## config.mk

```make
export PLATFORM = sky130hd
export DESIGN_NAME = rs485_door_frame_receiver_core
export DESIGN_NICKNAME = d
export VERILOG_FILES = /design/src/rtl/drfr_pkg.sv /design/src/rtl/drfr_dp.sv /design/src/rtl/drfr_ctrl.sv /design/src/rtl/rs485_door_frame_receiver_core.sv
export SDC_FILE = /design/constraint.sdc
export NUM_CORES = 1
export LEC_CHECK = 0
export ABC_AREA = 1
export BUFFER_PORTS_ARGS = -buffer_cell sky130_fd_sc_hd__buf_2
export CAP_MARGIN = 25
export CORE_ASPECT_RATIO = 0.7
export CORE_MARGIN = 2
export CORE_UTILIZATION = 30
export DETAILED_ROUTE_END_ITERATION = 10
export PLACE_DENSITY = 0.55
export SYNTH_ARGS = -nofsm -noshare
export SYNTH_HDL_FRONTEND = slang
export SYNTH_SLANG_ARGS = --single-unit
```

## constraint.sdc

```tcl
create_clock -name clock -period 3.95 [get_ports clock]
set_input_delay 0.5925 -clock clock [delete_from_list [all_inputs] [get_ports clock]]
set_output_delay 0.5925 -clock clock [all_outputs]
set_load 0.01 [all_outputs]
```

## src/rtl/drfr_pkg.sv

```systemverilog
// shared types and constants of the door-bus frame receiver
// no dependencies; imported by every other file of the block

package drfr_pkg;

   // frame start bytes and header offsets
   localparam logic [7:0] DOOR_ID_A_LO     = 8'h71;
   localparam logic [7:0] DOOR_ID_A_HI     = 8'h78;
   localparam logic [7:0] DOOR_ID_B_LO     = 8'hC1;
   localparam logic [7:0] DOOR_ID_B_HI     = 8'hC8;
   localparam logic [7:0] DOOR_ADDR_OFFSET = 8'h20;

   // crc-8, reflected form of polynomial 0x07
   localparam logic [7:0] CRC_INIT = 8'hFF;
   localparam logic [7:0] CRC_POLY = 8'hE0;

   // frame lengths and counts
   localparam logic [2:0] LEN_SIX       = 3'd6;
   localparam logic [2:0] LEN_FOUR      = 3'd4;
   localparam logic [2:0] LEN_DOOR      = 3'd5;
   localparam logic [2:0] COUNT_NO_DOOR = 3'd4;

   // reply beats, numbered from zero
   localparam logic [2:0] BEAT_HEADER = 3'd0;
   localparam logic [2:0] BEAT_STATUS = 3'd1;
   localparam logic [2:0] BEAT_LAST   = 3'd6;

   // command flag positions
   localparam int FLAG_OPEN        = 0;
   localparam int FLAG_CLOSE       = 1;
   localparam int FLAG_LEVELING    = 2;
   localparam int FLAG_OPEN_LIMIT  = 3;
   localparam int FLAG_CLOSE_LIMIT = 4;

   // data bits of a four-byte frame
   localparam int D_LEVELING    = 2;
   localparam int D_OPEN_LIMIT  = 4;
   localparam int D_CLOSE_LIMIT = 5;

   typedef enum logic [2:0] {
      EV_NONE     = 3'd0,
      EV_CRC_GOOD = 3'd1,
      EV_CRC_BAD  = 3'd2,
      EV_XOR_GOOD = 3'd3,
      EV_XOR_BAD  = 3'd4
   } frame_event_type;

   typedef enum logic [2:0] {
      DS_NORMAL   = 3'd0,
      DS_FAULT    = 3'd1,
      DS_DIST_LRN = 3'd2,
      DS_CLOSE_LRN = 3'd3
   } dev_status_type;

   // controller to datapath
   typedef struct packed {
      logic       capture;
      logic       commit;
      logic       load;
      logic [2:0] beat;
   } ctrl_cmd_type;

   // datapath to controller
   typedef struct packed {
      logic send;
   } dp_status_type;

endpackage

```

## src/rtl/drfr_dp.sv

```systemverilog
// datapath of the door-bus frame receiver: frame state, running checks,
// status flags and result register; depends on drfr_pkg

module drfr_dp
   import drfr_pkg::*;
(
   input  logic          clock,
   input  logic          reset,
   input  logic          csr_valid,
   input  logic [7:0]    csr_sensor_address,
   input  logic [7:0]    req_rx_byte,
   input  logic [2:0]    req_device_status,
   input  logic          req_obstacle_io,
   input  ctrl_cmd_type  cmd,
   output dp_status_type status,
   output logic          rsp_kind,
   output logic [7:0]    rsp_tx_byte,
   output logic          rsp_last,
   output logic [2:0]    rsp_frame_event,
   output logic          rsp_open_door_cmd,
   output logic          rsp_close_door_cmd,
   output logic          rsp_leveling,
   output logic          rsp_open_limit,
   output logic          rsp_close_limit,
   output logic          rsp_master_leveling,
   output logic          rsp_link_seen
);

   function automatic logic [7:0] crc8_byte(input logic [7:0] crc, input logic [7:0] data);
      logic [7:0] c;
      c = crc ^ data;
      for (int b = 0; b < 8; b++) begin
         c = c[0] ? ((c >> 1) ^ CRC_POLY) : (c >> 1);
      end
      return c;
   endfunction

   function automatic dev_status_type req_status_code(input logic [2:0] code);
      return dev_status_type'(code);
   endfunction

   // captured input item
   logic [7:0] rx_ff;
   logic [2:0] dev_status_ff;
   logic       obstacle_ff;

   logic [7:0] address_ff;

   // frame state
   logic       header_ff, header_in;
   logic [2:0] count_ff, count_in;
   logic [2:0] length_ff, length_in;
   logic       door_ff, door_in;
   logic       phase_ff, phase_in;
   logic [7:0] crc_ff, crc_in;
   logic [7:0] xor_ff, xor_in;
   logic [7:0] byte0_ff, byte0_in;
   logic [7:0] byte1_ff, byte1_in;

   // status flags
   logic [4:0] flags_ff, flags_in;
   logic       master_ff, master_in;
   logic [1:0] rsb_ff, rsb_in;
   logic       link_ff, link_in;

   // outcome of the last item
   frame_event_type event_ff, event_in;
   logic       send_ff, send_in;
   logic [7:0] reply0_ff, reply1_ff, reply1_in;

   // result register
   logic       kind_ff;
   logic [7:0] tx_ff;
   logic       last_ff;
   frame_event_type rsp_event_ff;
   logic [4:0] rsp_flags_ff;
   logic       rsp_master_ff;
   logic       rsp_link_ff;
   logic [7:0] beat_byte;

   logic       start_addr, start_door, in_frame, complete;
   logic [2:0] cnt0, cnt1;
   logic [7:0] crc_prev, xor_prev;

   always_comb begin
      start_addr = (rx_ff == address_ff);
      // an address match restarts the count, so a door id then starts a door frame
      start_door = (rx_ff inside {[DOOR_ID_A_LO:DOOR_ID_A_HI], [DOOR_ID_B_LO:DOOR_ID_B_HI]})
                   && ((count_ff != COUNT_NO_DOOR) || start_addr);
      in_frame   = header_ff | start_addr | start_door;
      cnt0       = (start_addr | start_door) ? 3'd0 : count_ff;
      cnt1       = cnt0 + 3'd1;

      door_in    = start_door ? 1'b1 : (start_addr ? 1'b0 : door_ff);
      length_in  = start_door ? LEN_DOOR :
                   (start_addr ? (phase_ff ? LEN_SIX : LEN_FOUR) : length_ff);
      complete   = in_frame && (cnt1 >= length_in);

      // running checks cover the bytes before this one
      crc_prev   = (cnt0 == 3'd0) ? CRC_INIT : crc_ff;
      xor_prev   = (cnt0 == 3'd0) ? 8'h00 : xor_ff;
      crc_in     = crc8_byte(crc_prev, rx_ff);
      xor_in     = xor_prev ^ rx_ff;
      byte0_in   = (cnt0 == 3'd0) ? rx_ff : byte0_ff;
      byte1_in   = (cnt0 == 3'd1) ? rx_ff : byte1_ff;

      header_in  = header_ff;
      count_in   = count_ff;
      phase_in   = phase_ff;
      flags_in   = flags_ff;
      master_in  = master_ff;
      rsb_in     = rsb_ff;
      link_in    = link_ff;
      event_in   = EV_NONE;
      send_in    = 1'b0;

      if (in_frame && !complete) begin
         header_in = 1'b1;
         count_in  = cnt1;
      end else if (complete) begin
         header_in = 1'b0;
         count_in  = 3'd0;
         link_in   = 1'b1;
         if (door_in && (byte0_in == address_ff + DOOR_ADDR_OFFSET)) begin
            if (xor_prev == rx_ff) begin
               event_in  = EV_XOR_GOOD;
               send_in   = 1'b1;
               master_in = byte1_in[0];
               case (req_status_code(dev_status_ff))
                  DS_NORMAL:                 rsb_in = 2'd0;
                  DS_FAULT:                  rsb_in = 2'd1;
                  DS_DIST_LRN, DS_CLOSE_LRN: rsb_in = 2'd2;
                  default:                   rsb_in = rsb_ff;
               endcase
            end else begin
               event_in = EV_XOR_BAD;
            end
         end else if (~crc_prev == rx_ff) begin
            event_in = EV_CRC_GOOD;
            phase_in = ~phase_ff;
            if (phase_ff) begin
               flags_in[FLAG_OPEN]  = byte1_in[0];
               flags_in[FLAG_CLOSE] = byte1_in[1];
            end else begin
               flags_in[FLAG_LEVELING]    = ~byte1_in[D_LEVELING];
               flags_in[FLAG_OPEN_LIMIT]  = ~byte1_in[D_OPEN_LIMIT];
               flags_in[FLAG_CLOSE_LIMIT] = byte1_in[D_CLOSE_LIMIT];
            end
         end else begin
            event_in = EV_CRC_BAD;
         end
      end

      reply1_in = {obstacle_ff, 5'd0, rsb_in};
   end

   always_comb begin
      case (cmd.beat)
         BEAT_HEADER: beat_byte = reply0_ff;
         BEAT_STATUS: beat_byte = reply1_ff;
         BEAT_LAST:   beat_byte = reply0_ff ^ reply1_ff;
         default:     beat_byte = 8'h00;
      endcase
   end

   always_ff @(posedge clock) begin
      if (reset) begin
         address_ff <= 8'h00;
         header_ff  <= 1'b0;
         count_ff   <= 3'd0;
         length_ff  <= LEN_SIX;
         door_ff    <= 1'b0;
         phase_ff   <= 1'b1;
         flags_ff   <= 5'd0;
         master_ff  <= 1'b0;
         rsb_ff     <= 2'd0;
         link_ff    <= 1'b0;
         send_ff    <= 1'b0;
      end else begin
         if (csr_valid) begin
            address_ff <= csr_sensor_address;
         end
         if (cmd.commit) begin
            header_ff <= header_in;
            count_ff  <= count_in;
            length_ff <= length_in;
            door_ff   <= door_in;
            phase_ff  <= phase_in;
            flags_ff  <= flags_in;
            master_ff <= master_in;
            rsb_ff    <= rsb_in;
            link_ff   <= link_in;
            send_ff   <= send_in;
         end
      end
   end

   always_ff @(posedge clock) begin
      if (cmd.capture) begin
         rx_ff         <= req_rx_byte;
         dev_status_ff <= req_device_status;
         obstacle_ff   <= req_obstacle_io;
      end
      if (cmd.commit) begin
         crc_ff    <= crc_in;
         xor_ff    <= xor_in;
         byte0_ff  <= byte0_in;
         byte1_ff  <= byte1_in;
         event_ff  <= event_in;
         reply0_ff <= byte0_in;
         reply1_ff <= reply1_in;
      end
      if (cmd.load) begin
         kind_ff       <= send_ff;
         tx_ff         <= send_ff ? beat_byte : 8'h00;
         last_ff       <= !send_ff || (cmd.beat == BEAT_LAST);
         rsp_event_ff  <= event_ff;
         rsp_flags_ff  <= flags_ff;
         rsp_master_ff <= master_ff;
         rsp_link_ff   <= link_ff;
      end
   end

   assign status.send         = send_ff;
   assign rsp_kind            = kind_ff;
   assign rsp_tx_byte         = tx_ff;
   assign rsp_last            = last_ff;
   assign rsp_frame_event     = rsp_event_ff;
   assign rsp_open_door_cmd   = rsp_flags_ff[FLAG_OPEN];
   assign rsp_close_door_cmd  = rsp_flags_ff[FLAG_CLOSE];
   assign rsp_leveling        = rsp_flags_ff[FLAG_LEVELING];
   assign rsp_open_limit      = rsp_flags_ff[FLAG_OPEN_LIMIT];
   assign rsp_close_limit     = rsp_flags_ff[FLAG_CLOSE_LIMIT];
   assign rsp_master_leveling = rsp_master_ff;
   assign rsp_link_seen       = rsp_link_ff;

endmodule

```

## src/rtl/drfr_ctrl.sv

```systemverilog
// controller of the door-bus frame receiver: input handshake, evaluation
// step and result sequencing; depends on drfr_pkg

module drfr_ctrl
   import drfr_pkg::*;
(
   input  logic          clock,
   input  logic          reset,
   input  logic          req_valid,
   output logic          req_stall,
   output logic          rsp_valid,
   input  logic          rsp_stall,
   input  dp_status_type status,
   output ctrl_cmd_type  cmd
);

   typedef enum logic [1:0] {
      ST_IDLE,
      ST_EVAL,
      ST_SEND
   } state_type;

   state_type  state_ff;
   logic [2:0] beat_ff;
   logic       valid_ff;
   logic       out_free;
   logic       done;

   always_comb begin
      // result register empty, or emptied by this transfer
      out_free    = !valid_ff || !rsp_stall;
      done        = !status.send || (beat_ff == BEAT_LAST);
      cmd.capture = (state_ff == ST_IDLE) && req_valid;
      cmd.commit  = (state_ff == ST_EVAL);
      cmd.load    = (state_ff == ST_SEND) && out_free;
      cmd.beat    = beat_ff;
      req_stall   = (state_ff != ST_IDLE);
      rsp_valid   = valid_ff;
   end

   always_ff @(posedge clock) begin
      if (reset) begin
         state_ff <= ST_IDLE;
         beat_ff  <= 3'd0;
         valid_ff <= 1'b0;
      end else begin
         if (cmd.load) begin
            valid_ff <= 1'b1;
         end else if (!rsp_stall) begin
            valid_ff <= 1'b0;
         end
         case (state_ff)
            ST_IDLE: begin
               beat_ff <= 3'd0;
               if (req_valid) begin
                  state_ff <= ST_EVAL;
               end
            end
            ST_EVAL: begin
               state_ff <= ST_SEND;
            end
            ST_SEND: begin
               if (out_free) begin
                  if (done) begin
                     beat_ff  <= 3'd0;
                     state_ff <= ST_IDLE;
                  end else begin
                     beat_ff <= beat_ff + 3'd1;
                  end
               end
            end
            default: begin
               state_ff <= ST_IDLE;
            end
         endcase
      end
   end

endmodule

```

## src/rtl/rs485_door_frame_receiver_core.sv

```systemverilog
// top level of the door-bus frame receiver
// instantiates drfr_ctrl and drfr_dp; depends on drfr_pkg
//
// Usage:
// - req_ channel: one received bus byte per transfer, with the device status
//   and obstacle input sampled alongside it.
// - rsp_ channel: every byte gives one status result (kind 0), except the
//   byte that completes a door frame with a good xor, which gives the seven
//   reply bytes (kind 1) in order; rsp_last marks the final result of a byte.
// - csr_ channel: writes the sensor address; csr_ready is always high. Write
//   it only while no byte is in flight.
// - Timing: a byte is captured while idle, checked in the evaluate step and
//   then loaded result by result into the one-beat result register; no new
//   byte is taken until its last result is loaded, but the next byte is taken
//   while the last result still waits.
// - rsp_stall holds the result register and the sequencer; req_stall then
//   stays high until the last result of the byte is in the result register.
// - Reset clears frame state, flags and the sensor address and empties the
//   result register.

module rs485_door_frame_receiver_core
   import drfr_pkg::*;
(
   input  logic       clock,
   input  logic       reset,
   input  logic       csr_valid,
   output logic       csr_ready,
   input  logic [7:0] csr_sensor_address,
   input  logic       req_valid,
   output logic       req_stall,
   input  logic [7:0] req_rx_byte,
   input  logic [2:0] req_device_status,
   input  logic       req_obstacle_io,
   output logic       rsp_valid,
   input  logic       rsp_stall,
   output logic       rsp_kind,
   output logic [7:0] rsp_tx_byte,
   output logic       rsp_last,
   output logic [2:0] rsp_frame_event,
   output logic       rsp_open_door_cmd,
   output logic       rsp_close_door_cmd,
   output logic       rsp_leveling,
   output logic       rsp_open_limit,
   output logic       rsp_close_limit,
   output logic       rsp_master_leveling,
   output logic       rsp_link_seen
);

   ctrl_cmd_type  cmd;
   dp_status_type status;

   assign csr_ready = 1'b1;

   drfr_ctrl u_ctrl (
      .clock     (clock),
      .reset     (reset),
      .req_valid (req_valid),
      .req_stall (req_stall),
      .rsp_valid (rsp_valid),
      .rsp_stall (rsp_stall),
      .status    (status),
      .cmd       (cmd)
   );

   drfr_dp u_dp (
      .clock               (clock),
      .reset               (reset),
      .csr_valid           (csr_valid && csr_ready),
      .csr_sensor_address  (csr_sensor_address),
      .req_rx_byte         (req_rx_byte),
      .req_device_status   (req_device_status),
      .req_obstacle_io     (req_obstacle_io),
      .cmd                 (cmd),
      .status              (status),
      .rsp_kind            (rsp_kind),
      .rsp_tx_byte         (rsp_tx_byte),
      .rsp_last            (rsp_last),
      .rsp_frame_event     (rsp_frame_event),
      .rsp_open_door_cmd   (rsp_open_door_cmd),
      .rsp_close_door_cmd  (rsp_close_door_cmd),
      .rsp_leveling        (rsp_leveling),
      .rsp_open_limit      (rsp_open_limit),
      .rsp_close_limit     (rsp_close_limit),
      .rsp_master_leveling (rsp_master_leveling),
      .rsp_link_seen       (rsp_link_seen)
   );

   // a status result is always the only one of its byte
   a_status_single : assert property (@(posedge clock) disable iff (reset)
      rsp_valid && !rsp_kind |-> rsp_last && (rsp_tx_byte == 8'h00))
      else $error("status result not alone or carries data");

   // reply bytes only follow a good door frame
   a_reply_event : assert property (@(posedge clock) disable iff (reset)
      rsp_valid && rsp_kind |-> rsp_frame_event == EV_XOR_GOOD)
      else $error("reply byte without good xor");

   // one byte at a time: a transfer on req_ blocks the next edge
   a_one_in_flight : assert property (@(posedge clock) disable iff (reset)
      req_valid && !req_stall |=> req_stall)
      else $error("second byte taken while one is in flight");

   // a frame event always marks the link as seen
   a_link_on_event : assert property (@(posedge clock) disable iff (reset)
      rsp_valid && (rsp_frame_event != EV_NONE) |-> rsp_link_seen)
      else $error("frame event without link flag");

endmodule

```

==> results.sh, run 1 <==
export IMPL_drcViolationCount=0
export IMPL_dr_total_vias=3967
export IMPL_grt_util_met3_pct=3.336
export IMPL_combPwrFrac_pct=11.2
export IMPL_hold_viol=0
export IMPL_ir_worst_vdd_mv=0.1961
export IMPL_dieWidth_um=160.1
export IMPL_fin_worst_skew_ns=0.009350
export IMPL_synth_top_area_share_pct=39.33
export IMPL_antenna_found_initial=0
export IMPL_final_antenna_net_count=0
export IMPL_grt_max_degree=42
export IMPL_hp_start="req_rx_byte[5]"
export IMPL_fin_tns_setup_ns=0
export IMPL_layout_drive_gt1_share_pct=15.36
export IMPL_power_mw=2.291
export IMPL_power_frac_seq_pct=52.2
export IMPL_post_route_period_util_pct=90.03
export IMPL_maxCapViolCount=0
export IMPL_drt_iter0_drc=360
export IMPL_path_cells="inv_2 > nand2_1 > nand2_1 > nor2_1 > nand2_1 > nor2_4 > a21oi_4 > buf_4 > nand2_4 > nor2_1 > xor2_2 > ha_1 > and3_1 > nand2_1 > nor2_1 > nand4_1 > nand2_1 > a21oi_1"
export IMPL_cts_tree="done"
export IMPL_whs_path_depth=1
export IMPL_syn_area_per_cell_um2=8.482
export IMPL_routed_via_density=4.462
export IMPL_fin_ws_ns=0.3939
export IMPL_startpoint_type="register"
export IMPL_min_period_ns=3.556
export IMPL_fillCellCount=1750
export IMPL_insertion_delay_ns=0.35
export IMPL_place_gp_congestion=0.8603
export IMPL_cp_slowest_cell="edfxtp_1"
export IMPL_fin_nets=696
export IMPL_grt_pass1_wl_um=19840
export IMPL_synth_top_flop_cell="edfxtp_1"
export IMPL_power_density_nw_per_um2=386.8
export IMPL_p_sw_mw=0.6061
export IMPL_max_freq_mhz=281.2
export IMPL_grtUsageMet1_pct=22.63
export IMPL_area_delta_synth_final_pct=15.80
export IMPL_overflow=0
export IMPL_status="finished, final reports clean"
export IMPL_ys_types=38
export IMPL_die_h_um=113.2
export IMPL_place_detailed_hpwl_um=9320
export IMPL_setup_viol=0
export IMPL_fp_coreArea_um2=16490
export IMPL_crit_top_cell="nand2_1"
export IMPL_syn_inst=603
export IMPL_hold_end="u_dp.rx_ff[5]"
export IMPL_synth_nets=640
export IMPL_r2r_start="u_dp.rx_ff[2]"
export IMPL_cts_buffers=9
export IMPL_cts_sinks=100
export IMPL_worstReg2RegEnd="u_dp.flags_ff[1]"
export IMPL_maxSlewHeadroom_pct=52.83
export IMPL_synth_async_sr_flop_share_pct=0
export IMPL_dr_pass1_iters=5
export IMPL_cts_resized=0
export IMPL_dieArea_um2=18130
export IMPL_grt_use_total_pct=14.25
export IMPL_synth_seq_cells=100
export IMPL_rows=39
export IMPL_critical_path_required_ns=4.17
export IMPL_leakage_nw=2.614
export IMPL_netlist_area_um2=5115
export IMPL_end_kind="register"
export IMPL_final_core_util_pct=35.91
export IMPL_p_int_mw=1.685
export IMPL_yosys_warnings=0
export IMPL_arrival_ns=3.77
export IMPL_path_buf_inv=2
export IMPL_place_ws_ns=0.2591
export IMPL_synth_top_cell_by_area="edfxtp_1"
export IMPL_crit_family="simple AND/OR/NAND/NOR gates"
export IMPL_grt_pass1_vias=3459
export IMPL_critical_path_max_stage_delay_ns=0.52
export IMPL_htreeDepth=3
export IMPL_r2r_cells=18
export IMPL_slew_violations=0
export IMPL_tightestPinTransition_ns=0.7002
export IMPL_hold_class="in2reg"
export IMPL_rsz0062_at_grt="no"
export IMPL_netSwitchingFraction_pct=26.46
export IMPL_drt_wl_total_um=12550
export IMPL_clkTransAtPathRegs_ns=0.07
export IMPL_synth_top_cells_by_area="edfxtp_1 39%, dfxtp_1 13%, nand2_1 12%"
export IMPL_worstSetupPathType="reg2reg"
export IMPL_grt_busiest_layer="met1"
export IMPL_port_buffers=46
export IMPL_synth_edf_count=67
export IMPL_ios=48
export IMPL_clock_tree_buffer_depth=2
export IMPL_regToRegSetupSlack_ns=0.39
export IMPL_postCtsSetupBuffers=0
export IMPL_cts_hold_buf=0
export IMPL_use_met2_pct=19.16
export IMPL_ys_seq_area_share_pct=52.25
export IMPL_wl_per_cell_um=14.12
export IMPL_power_frac_clock_pct=36.6
export IMPL_start_util_pct=31.01
export IMPL_diodes=0
export IMPL_cts_root_buffer="clkbuf_16"
export IMPL_crit_fanout=18
## cells in the final DEF (no fill, tap or decap), drive strengths merged
| master | netlist | routed |
|---|---|---|
| a31oi | 1 | 1 |
| a21oi | 26 | 26 |
| nand2 | 171 | 171 |
| o21ai | 38 | 38 |
| dfxtp | 33 | 33 |
| clkinvlp | 0 | 3 |
| a221oi | 1 | 1 |
| xor2 | 14 | 14 |
| ha | 12 | 12 |
| conb | 1 | 1 |
| o31ai | 1 | 1 |
| xnor2 | 10 | 10 |
| nand3 | 44 | 44 |
| a32oi | 2 | 2 |
| nor3 | 4 | 4 |
| edfxtp | 67 | 67 |
| o21a | 1 | 1 |
| nor2 | 65 | 65 |
| inv | 92 | 94 |
| and3 | 1 | 1 |
| a32o | 1 | 1 |
| nand4 | 6 | 6 |
| buf | 7 | 56 |
| clkbuf | 4 | 9 |
| o21bai | 1 | 1 |
| clkinv | 0 | 2 |
## metal layers
metal	vias to the layer above	part of all wire [%]
met5	-	0
met4	0	0.88
met3	12	6.3
met2	113	39
met1	1786	54
li1	2056	-
## how the worst max path moves through the flow
stage | startpoint | to | slack, ns | cells after the start
after floorplan | u_dp.rx_ff[2] | u_dp.flags_ff[4] | 0.77 | 21
after global placement | u_dp.rx_ff[4] | u_dp.flags_ff[1] | 0.28 | 17
after detailed placement | u_dp.rx_ff[4] | u_dp.reply1_ff[1] | 0.26 | 23
after CTS | u_dp.rx_ff[4] | u_dp.reply1_ff[1] | 0.23 | 23
after global routing | u_dp.rx_ff[5] | u_dp.reply1_ff[1] | 0.08 | 23
final | u_dp.rx_ff[2] | u_dp.flags_ff[1] | 0.39 | 18
## sequential cells by signal, summed over array words and instances, names as in the netlist, 5 cells and up
name	flops
u_dp.reply0_ff	8
u_dp.rsp_flags_ff	5
u_dp.byte1_ff	5
u_dp.crc_ff	8
u_dp.flags_ff	5
u_dp.address_ff	8
u_dp.xor_ff	8
u_dp.rsp_tx_byte	8
u_dp.rx_ff	8
## power groups by stage
stage	clock network [mW]	registers (mW)	logic (mW)
after global routing	0.900	1.20	0.290
final	0.838	1.20	0.257
after detailed placement	0	1.22	0.249
after global placement	0	1.22	0.249
after CTS	0.865	1.20	0.251
after floorplan	0	1.21	0.181
## per-stage QoR
step | hold slack [ns] | instance area [um2] | instances
2_1_floorplan | 0.4003 | 5115 | 603
3_3_place_gp | 0.4039 | 5588 | 866
3_5_place_dp | 0.4045 | 5588 | 866
4_1_cts | 0.4048 | 5863 | 882
5_1_grt | 0.4060 | 5923 | 889
6_report | 0.4156 | 5923 | 889
## cell usage after synthesis (3+ instances only)
| master | instances |
|---|---|
| nand2_1 | 168 |
| a21oi_1 | 25 |
| xor2_2 | 3 |
| nand3_2 | 3 |
| inv_2 | 8 |
| nand3_1 | 41 |
| xnor2_1 | 9 |
| o21ai_0 | 32 |
| dfxtp_1 | 33 |
| nor3_1 | 4 |
| nor2_1 | 58 |
| inv_1 | 84 |
| nand4_1 | 5 |
| xor2_1 | 11 |
| nor2_2 | 5 |
| o21ai_1 | 5 |
| ha_1 | 12 |
| edfxtp_1 | 67 |
| clkbuf_1 | 4 |
| buf_4 | 4 |
## area by class of cell
class	count	area (um2)	area share (%)
well taps	225	281.5	4.753
flip-flops and latches	100	2673	45.12
clock inverters	7	50.05	0.8450
multi-input cells	400	2036	34.37
clock buffers	9	225.2	3.802
inverters	92	345.3	5.830
repair buffers	56	312.8	5.281
## cells by family after synthesis
family,count (synthesis),synth area share [%]
other cells,1,0.07332
simple gates,291,24.07
buf+inv,103,8.146
xor+xnor,24,4.697
flops,100,52.25
fa+ha+maj,12,2.935
compound gates,72,7.828
Note: power is estimated with default switching activity, not from simulation.
==> run 2: changes to the inputs <==
--- a/config.mk
+++ b/config.mk
@@ -15,4 +15,6 @@
 export PLACE_DENSITY = 0.55
 export SYNTH_ARGS = -nofsm -noshare
 export SYNTH_HDL_FRONTEND = slang
+export SYNTH_HIERARCHICAL = 1
 export SYNTH_SLANG_ARGS = --single-unit
+export TNS_END_PERCENT = 1
==> constraint.sdc (replaced) <==
create_clock -name clock -period 4.6 [get_ports clock]
set_input_delay 0.69 -clock clock [delete_from_list [all_inputs] [get_ports clock]]
set_output_delay 0.69 -clock clock [all_outputs]
set_load 0.01 [all_outputs]
==> run 2 against run 1 <==
- synthesized area decreased by 0.20%
- clock power decreased by 16%
- critical path depth increased by 3
- setup slack improved by 0.35 ns
- cell count decreased by 1.5%
- clock skew decreased by 0.0024 ns
- largest power group unchanged
- non-clock buffer count decreased by 9
==> results.sh, run 2 <==
export IMPL_status="finished, final reports clean"
export IMPL_syn_inst=597
export IMPL_dr_pass1_iters=5
export IMPL_crit_top_cell="nand2_1"
export IMPL_rsz0062_at_grt="no"
export IMPL_worstSetupPathType="reg2reg"
export IMPL_most_common_layout_cells="166 x nand2_1, 85 x inv_1, 67 x edfxtp_1, 59 x nor2_1, 46 x buf_2"
export IMPL_grt_use_total_pct=14.11
export IMPL_dieArea_um2=18090
export IMPL_startpoint_type="register"
export IMPL_cts_buffers=9
export IMPL_critical_path_max_stage_delay_ns=0.53
export IMPL_clock_tree_buffer_depth=2
export IMPL_routed_via_density=4.471
export IMPL_power_frac_seq_pct=52.7
export IMPL_final_common_cell="nand2_1"
export IMPL_hold_ws_ns=0.4261
export IMPL_ys_seq_area_share_pct=52.35
export IMPL_grt_pass1_wl_um=19790
export IMPL_end_kind="register"
export IMPL_wl_per_cell_um=13.95
export IMPL_maxSlewHeadroom_pct=39.74
export IMPL_dr_total_vias=3917
export IMPL_place_area_um2=5580
export IMPL_clkTransAtPathRegs_ns=0.07
export IMPL_grt_pass1_vias=3737
export IMPL_finalInstanceArea_um2=5861
export IMPL_cts_hold_buf=0
export IMPL_place_detailed_hpwl_um=9285
export IMPL_synth_async_sr_flop_share_pct=0
export IMPL_synth_top_flop_cell="edfxtp_1"
export IMPL_rows=39
export IMPL_critical_path_required_ns=4.84
export IMPL_antenna_found_initial=0
export IMPL_fp_coreArea_um2=16490
export IMPL_port_buffers=46
export IMPL_tightestPinTransition_ns=0.9029
export IMPL_min_period_ns=3.856
export IMPL_area_delta_synth_final_pct=14.80
export IMPL_combPwrFrac_pct=11.5
export IMPL_p_sw_mw=0.5004
export IMPL_max_freq_mhz=259.3
export IMPL_synth_top_cell_by_area="edfxtp_1"
export IMPL_drt_iter0_drc=266
export IMPL_crit_fanout=31
export IMPL_ys_types=39
export IMPL_slew_violations=0
export IMPL_cts_root_buffer="clkbuf_16"
export IMPL_layout_drive_gt1_share_pct=16.28
export IMPL_synth_seq_cells=100
export IMPL_diodes=0
export IMPL_overflow=0
export IMPL_netSwitchingFraction_pct=25.42
export IMPL_path_cells="inv_1 > nand2_1 > nand2_1 > nor2_1 > nand2_1 > nor2_1 > a21oi_2 > nand2_1 > ha_1 > inv_1 > o21bai_4 > nand2_1 > o211ai_1 > nand2_1 > nand3_1 > nor2_4 > nand2_2 > nor2_2 > nand2_1 > nand2_1 > nor2_2"
export IMPL_dieWidth_um=159.9
export IMPL_fin_nets=682
export IMPL_fin_tns_setup_ns=0
export IMPL_cp_slowest_cell="edfxtp_1"
export IMPL_die_h_um=113.1
export IMPL_maxCapViolCount=0
export IMPL_synth_commonest_cells="166 x nand2_1, 85 x inv_1, 67 x edfxtp_1, 61 x nor2_1, 34 x nand3_1"
export IMPL_ir_worst_vdd_mv=0.1504
export IMPL_drcViolationCount=0
export IMPL_fin_worst_skew_ns=0.006906
export IMPL_drt_wl_total_um=12220
export IMPL_start_util_pct=30.95
export IMPL_ios=48
export IMPL_insertion_delay_ns=0.34
export IMPL_final_antenna_net_count=0
export IMPL_yosysMostFrequentCell="nand2_1"
export IMPL_netlist_area_um2=5105
export IMPL_postCtsSetupBuffers=0
export IMPL_place_gp_congestion=0.8670
export IMPL_hold_viol=0
export IMPL_cts_tree="done"
export IMPL_htreeDepth=3
export IMPL_regToRegSetupSlack_ns=0.74
export IMPL_arrival_ns=4.09
export IMPL_power_density_nw_per_um2=336.0
export IMPL_yosys_warnings=6
export IMPL_synth_edf_count=67
export IMPL_synth_top_area_share_pct=39.41
export IMPL_setup_viol=0
export IMPL_synth_top_cells_by_area="edfxtp_1 39%, dfxtp_1 13%, nand2_1 12%"
export IMPL_cts_sinks=100
export IMPL_leakage_nw=2.598
export IMPL_p_int_mw=1.469
export IMPL_grt_max_degree=32
export IMPL_cts_resized=0
export IMPL_hold_class="reg2reg"
export IMPL_power_frac_clock_pct=35.8
export IMPL_synth_nets=633
export IMPL_post_route_period_util_pct=83.83
export IMPL_syn_area_per_cell_um2=8.551
[run 2: changes by cell type after synthesis, sizes merged, moves of 2 or more]
cell / delta
buf: -2
inv: +6
a32oi: -2
a32o: +2
nand3: -10
nor2: +4
nand2: +3
o22ai: +3
o21ai: -10
nand4: +2
[run 2: metrics by stage]
stage	total power, mW	setup slack, ns	instances	util, %
floorplan	1.208	1.432	597	-
global placement	1.282	0.7978	860	33.83
detailed placement	1.282	0.7736	860	33.83
CTS	1.993	0.7465	876	35.53
global route	2.064	0.3813	876	35.53
finish	1.969	0.7438	876	35.53
[run 2: power by group through the flow]
stage,Sequential [mW],Clock [mW],Combinational (mW)
after floorplan,1.05,0,0.161
after global placement,1.06,0,0.226
after detailed placement,1.06,0,0.225
after CTS,1.04,0.729,0.227
after global routing,1.04,0.768,0.256
final,1.04,0.706,0.226
[run 2: layer usage]
metal  track usage, %  vias up  part of all wire [%]
met2            20.29      122                    40
met4            3.243        0                  0.65
met1            20.58     1781                    52
li1                 -     2007                     -
met3            4.545        7                   7.1
met5                0        -                     0
[run 2: area by class of cell]
cell class	count	area, um2
well taps	225	281.5
flip-flops and latches	100	2673
fillers	1712	10630
inverters	98	367.9
multi-input cells	390	2021
clock buffers	11	242.7
clock inverters	5	37.54
repair buffers	47	237.7
[run 2: worst paths after layout]
kind               startpoint                 endpoint  cells past startpoint
max             u_dp/rx_ff[6]           u_dp/master_ff                     21
min          u_dp/event_ff[1]  u_dp/rsp_frame_event[1]                      0
min reg2reg  u_dp/event_ff[1]  u_dp/rsp_frame_event[1]                      0
max reg2reg     u_dp/rx_ff[6]           u_dp/master_ff                     21
[run 2: critical path, delay by kind of cell, from the launching register on]
family | cells | cell delay (ns)
buffers and inverters | 2 | 0.30
and+or+nand+nor | 15 | 1.98
AOI/OAI and AO/OA | 3 | 0.59
DFF | 1 | 0.53
adders and majority gates | 1 | 0.33
[run 2: logic make-up after synthesis]
group	share of synthesized area, %
simple gates	24.34
buf+inv	8.260
flops	52.35
compound gates	7.746
xor+xnor	4.534
fa+ha+maj	2.696
other cells	0.07346
==> run 3: changes to the inputs <==
--- a/config.mk
+++ b/config.mk
@@ -5,7 +5,7 @@
 export SDC_FILE = /design/constraint.sdc
 export NUM_CORES = 1
 export LEC_CHECK = 0
-export ABC_AREA = 1
+export ABC_AREA = 0
 export BUFFER_PORTS_ARGS = -buffer_cell sky130_fd_sc_hd__buf_2
 export CAP_MARGIN = 25
 export CORE_ASPECT_RATIO = 0.7
==> constraint.sdc (replaced) <==
create_clock -name clock -period 4 [get_ports clock]
set_input_delay 0.6 -clock clock [delete_from_list [all_inputs] [get_ports clock]]
set_output_delay 0.6 -clock clock [all_outputs]
set_load 0.01 [all_outputs]
==> run 3 against run 2 <==
- cell count down 9.8%
- combinational power grew 27%
- global-route usage about the same
- register-to-register slack worse by 0.64 ns
- core utilization up 1.7 points
- cell area rose by 10%
- critical endpoint is now u_dp/flags_ff[3]
- highest routed layer is now met5
==> results.sh, run 3 <==
export IMPL_status="finished, final reports clean"
export IMPL_synth_commonest_cells="67 x edfxtp_1, 51 x nand2_1, 34 x xnor2_1, 33 x dfxtp_1, 33 x nor2_1"
export IMPL_place_ws_ns=-0.03133
export IMPL_synth_nets=515
export IMPL_min_period_ns=3.896
export IMPL_synth_top_area_share_pct=37.52
export IMPL_maxSlewHeadroom_pct=51.50
export IMPL_arrival_ns=4.13
export IMPL_worstReg2RegEnd="u_dp/flags_ff[3]"
export IMPL_ios=48
export IMPL_slew_violations=0
export IMPL_worstSetupPathType="reg2reg"
export IMPL_ys_types=78
export IMPL_yosys_warnings=6
export IMPL_drt_iter0_drc=265
export IMPL_hold_end="u_dp/dev_status_ff[2]"
export IMPL_grt_use_total_pct=14.08
export IMPL_fin_ws_ns=0.1040
export IMPL_cts_root_buffer="clkbuf_16"
export IMPL_fillCellCount=1741
export IMPL_r2r_start="u_dp/rx_ff[0]"
export IMPL_wl_per_cell_um=16.26
export IMPL_ys_seq_area_share_pct=49.84
export IMPL_die_h_um=115.9
export IMPL_seqCellArea_um2=2673
export IMPL_critical_path_required_ns=4.23
export IMPL_place_gp_congestion=0.9008
export IMPL_fp_coreArea_um2=17320
export IMPL_routed_via_density=4.833
export IMPL_maxCapViolCount=0
export IMPL_cts_buffers=9
export IMPL_final_core_util_pct=37.25
export IMPL_drcViolationCount=0
export IMPL_post_route_period_util_pct=97.40
export IMPL_dr_total_vias=3818
export IMPL_end_kind="register"
export IMPL_place_detailed_hpwl_um=9665
export IMPL_synth_top_cell_by_area="edfxtp_1"
export IMPL_rows=40
export IMPL_grt_max_degree=48
export IMPL_dr_pass1_iters=4
export IMPL_grt_pass1_vias=3777
export IMPL_r2r_cells=17
export IMPL_clock_tree_buffer_depth=2
export IMPL_cts_tree="done"
export IMPL_placed_cells=763
export IMPL_regToRegSetupSlack_ns=0.10
export IMPL_dieArea_um2=18980
export IMPL_hold_class="in2reg"
export IMPL_tightestPinTransition_ns=0.7248
export IMPL_port_buffers=46
export IMPL_fin_tns_setup_ns=0
export IMPL_power_density_nw_per_um2=364.7
export IMPL_yosysMostFrequentCell="edfxtp_1"
export IMPL_diodes=0
export IMPL_htreeDepth=3
export IMPL_final_common_cell="edfxtp_1"
export IMPL_synth_top_flop_cell="edfxtp_1"
export IMPL_clkTransAtPathRegs_ns=0.08
export IMPL_syn_area_per_cell_um2=11.20
export IMPL_hold_viol=0
export IMPL_synth_top_cells_by_area="edfxtp_1 38%, dfxtp_1 12%, xnor2_1 5.6%"
export IMPL_layout_cells_non_filler=790
export IMPL_syn_inst=479
export IMPL_leakage_nw=2.423
export IMPL_antenna_found_initial=1
export IMPL_whs_path_depth=1
export IMPL_fin_worst_skew_ns=0.01110
export IMPL_setup_viol=0
export IMPL_most_common_layout_cells="67 x edfxtp_1, 48 x nand2_1, 46 x buf_2, 36 x buf_4, 33 x dfxtp_1"
export IMPL_max_freq_mhz=256.7
export IMPL_synth_seq_cells=100
export IMPL_final_antenna_net_count=0
export IMPL_startpoint_type="register"
export IMPL_synth_edf_count=67
export IMPL_area_delta_synth_final_pct=20.28
export IMPL_overflow=0
export IMPL_insertion_delay_ns=0.35
export IMPL_fin_nets=590
export IMPL_cts_sinks=100
export IMPL_start_util_pct=30.97
export IMPL_ir_worst_vdd_mv=0.1950
export IMPL_drt_wl_total_um=12850
export IMPL_synth_async_sr_flop_share_pct=0
export IMPL_dieWidth_um=163.8
export IMPL_hp_start="req_device_status[2]"
export IMPL_multi_input_area_um2=2609
export IMPL_crit_fanout=6
export IMPL_grt_pass1_wl_um=20330
export IMPL_layout_drive_gt1_share_pct=27.19
export IMPL_netlist_area_um2=5363
==> run 3: logic make-up after synthesis <==
logic type	after synthesis	share of synthesized area, %
AOI/OAI and AO/OA	86	12.60
xor gates and xnor gates	58	9.753
adders and majority gates	11	2.566
buffers and inverters	36	3.570
DFF	100	49.84
muxes	22	4.433
other	1	0.06993
and+or+nand+nor	165	17.17
==> run 3: report_power, final <==
part / switching, mW / leakage (nW) / internal, mW
Sequential: 0.0317 / 0.892 / 1.15
Combinational: 0.163 / 1.38 / 0.125
Clock: 0.408 / 0.150 / 0.475
Total: 0.603 / 2.42 / 1.75
==> run 3: routing by layer <==
metal,up-vias,share of wire (%),global-route usage [%]
met5,-,0.10,0
met3,14,9.6,4.939
li1,1877,-,-
met4,2,0.90,2.982
met2,108,41,19.94
met1,1817,48,20.59
==> run 3: through the flow <==
step                      instance area, um2  hold slack (ns)  power (mW)
final                                   6450           0.4236       2.352
after global routing                    6450           0.4110       2.453
after CTS                               6319           0.4118       2.372
after detailed placement                6003           0.4126       1.482
after global placement                  6003           0.4130       1.478
after floorplan                         5414           0.4003       1.391
==> run 3: worst max-delay path, cell delays in order (launching register included) <==
cell	delay, ns
edfxtp_1	0.41
buf_4	0.17
o31ai_4	0.25
o211ai_2	0.17
a2bb2oi_4	0.22
nand2_2	0.11
ha_4	0.16
nand2b_1	0.06
o32a_4	0.33
nand2_4	0.12
nor2_1	0.08
xnor2_2	0.24
ha_2	0.21
nand2_1	0.06
a21o_1	0.21
or4_4	0.46
a21oi_4	0.16
mux2_1	0.34
==> run 3: cell type report <==
class                           instances  area share [%]
Clock buffer                           11           3.938
Clock inverter                          5          0.7177
Inverter                               17          0.9893
Multi-Input combinational cell        343           40.45
Sequential cell                       100           41.44
Tap cell                              231           4.481
Timing Repair Buffer                   83           7.992
==> run 3: repair_timing <==
item,CTS,global route
buffers inserted,2,8
setup endpoints to repair,3,9
hold buffers,0,0
gates resized for setup,0,12
pin swaps,0,10
==> run 3: how the worst max path moves through the flow <==
stage	slack, ns	start	end	cells after the start
3_5_place_dp	-0.03	u_dp/rx_ff[1]	u_dp/flags_ff[3]	16
4_1_cts	0.0001	u_dp/rx_ff[0]	u_dp/flags_ff[3]	16
5_1_grt	-0.04	u_dp/rx_ff[0]	u_dp/flags_ff[2]	17
3_3_place_gp	0.14	u_dp/rx_ff[1]	u_dp/flags_ff[3]	16
6_report	0.10	u_dp/rx_ff[0]	u_dp/flags_ff[3]	17
2_1_floorplan	0.002	u_dp/rx_ff[2]	u_dp/flags_ff[2]	18
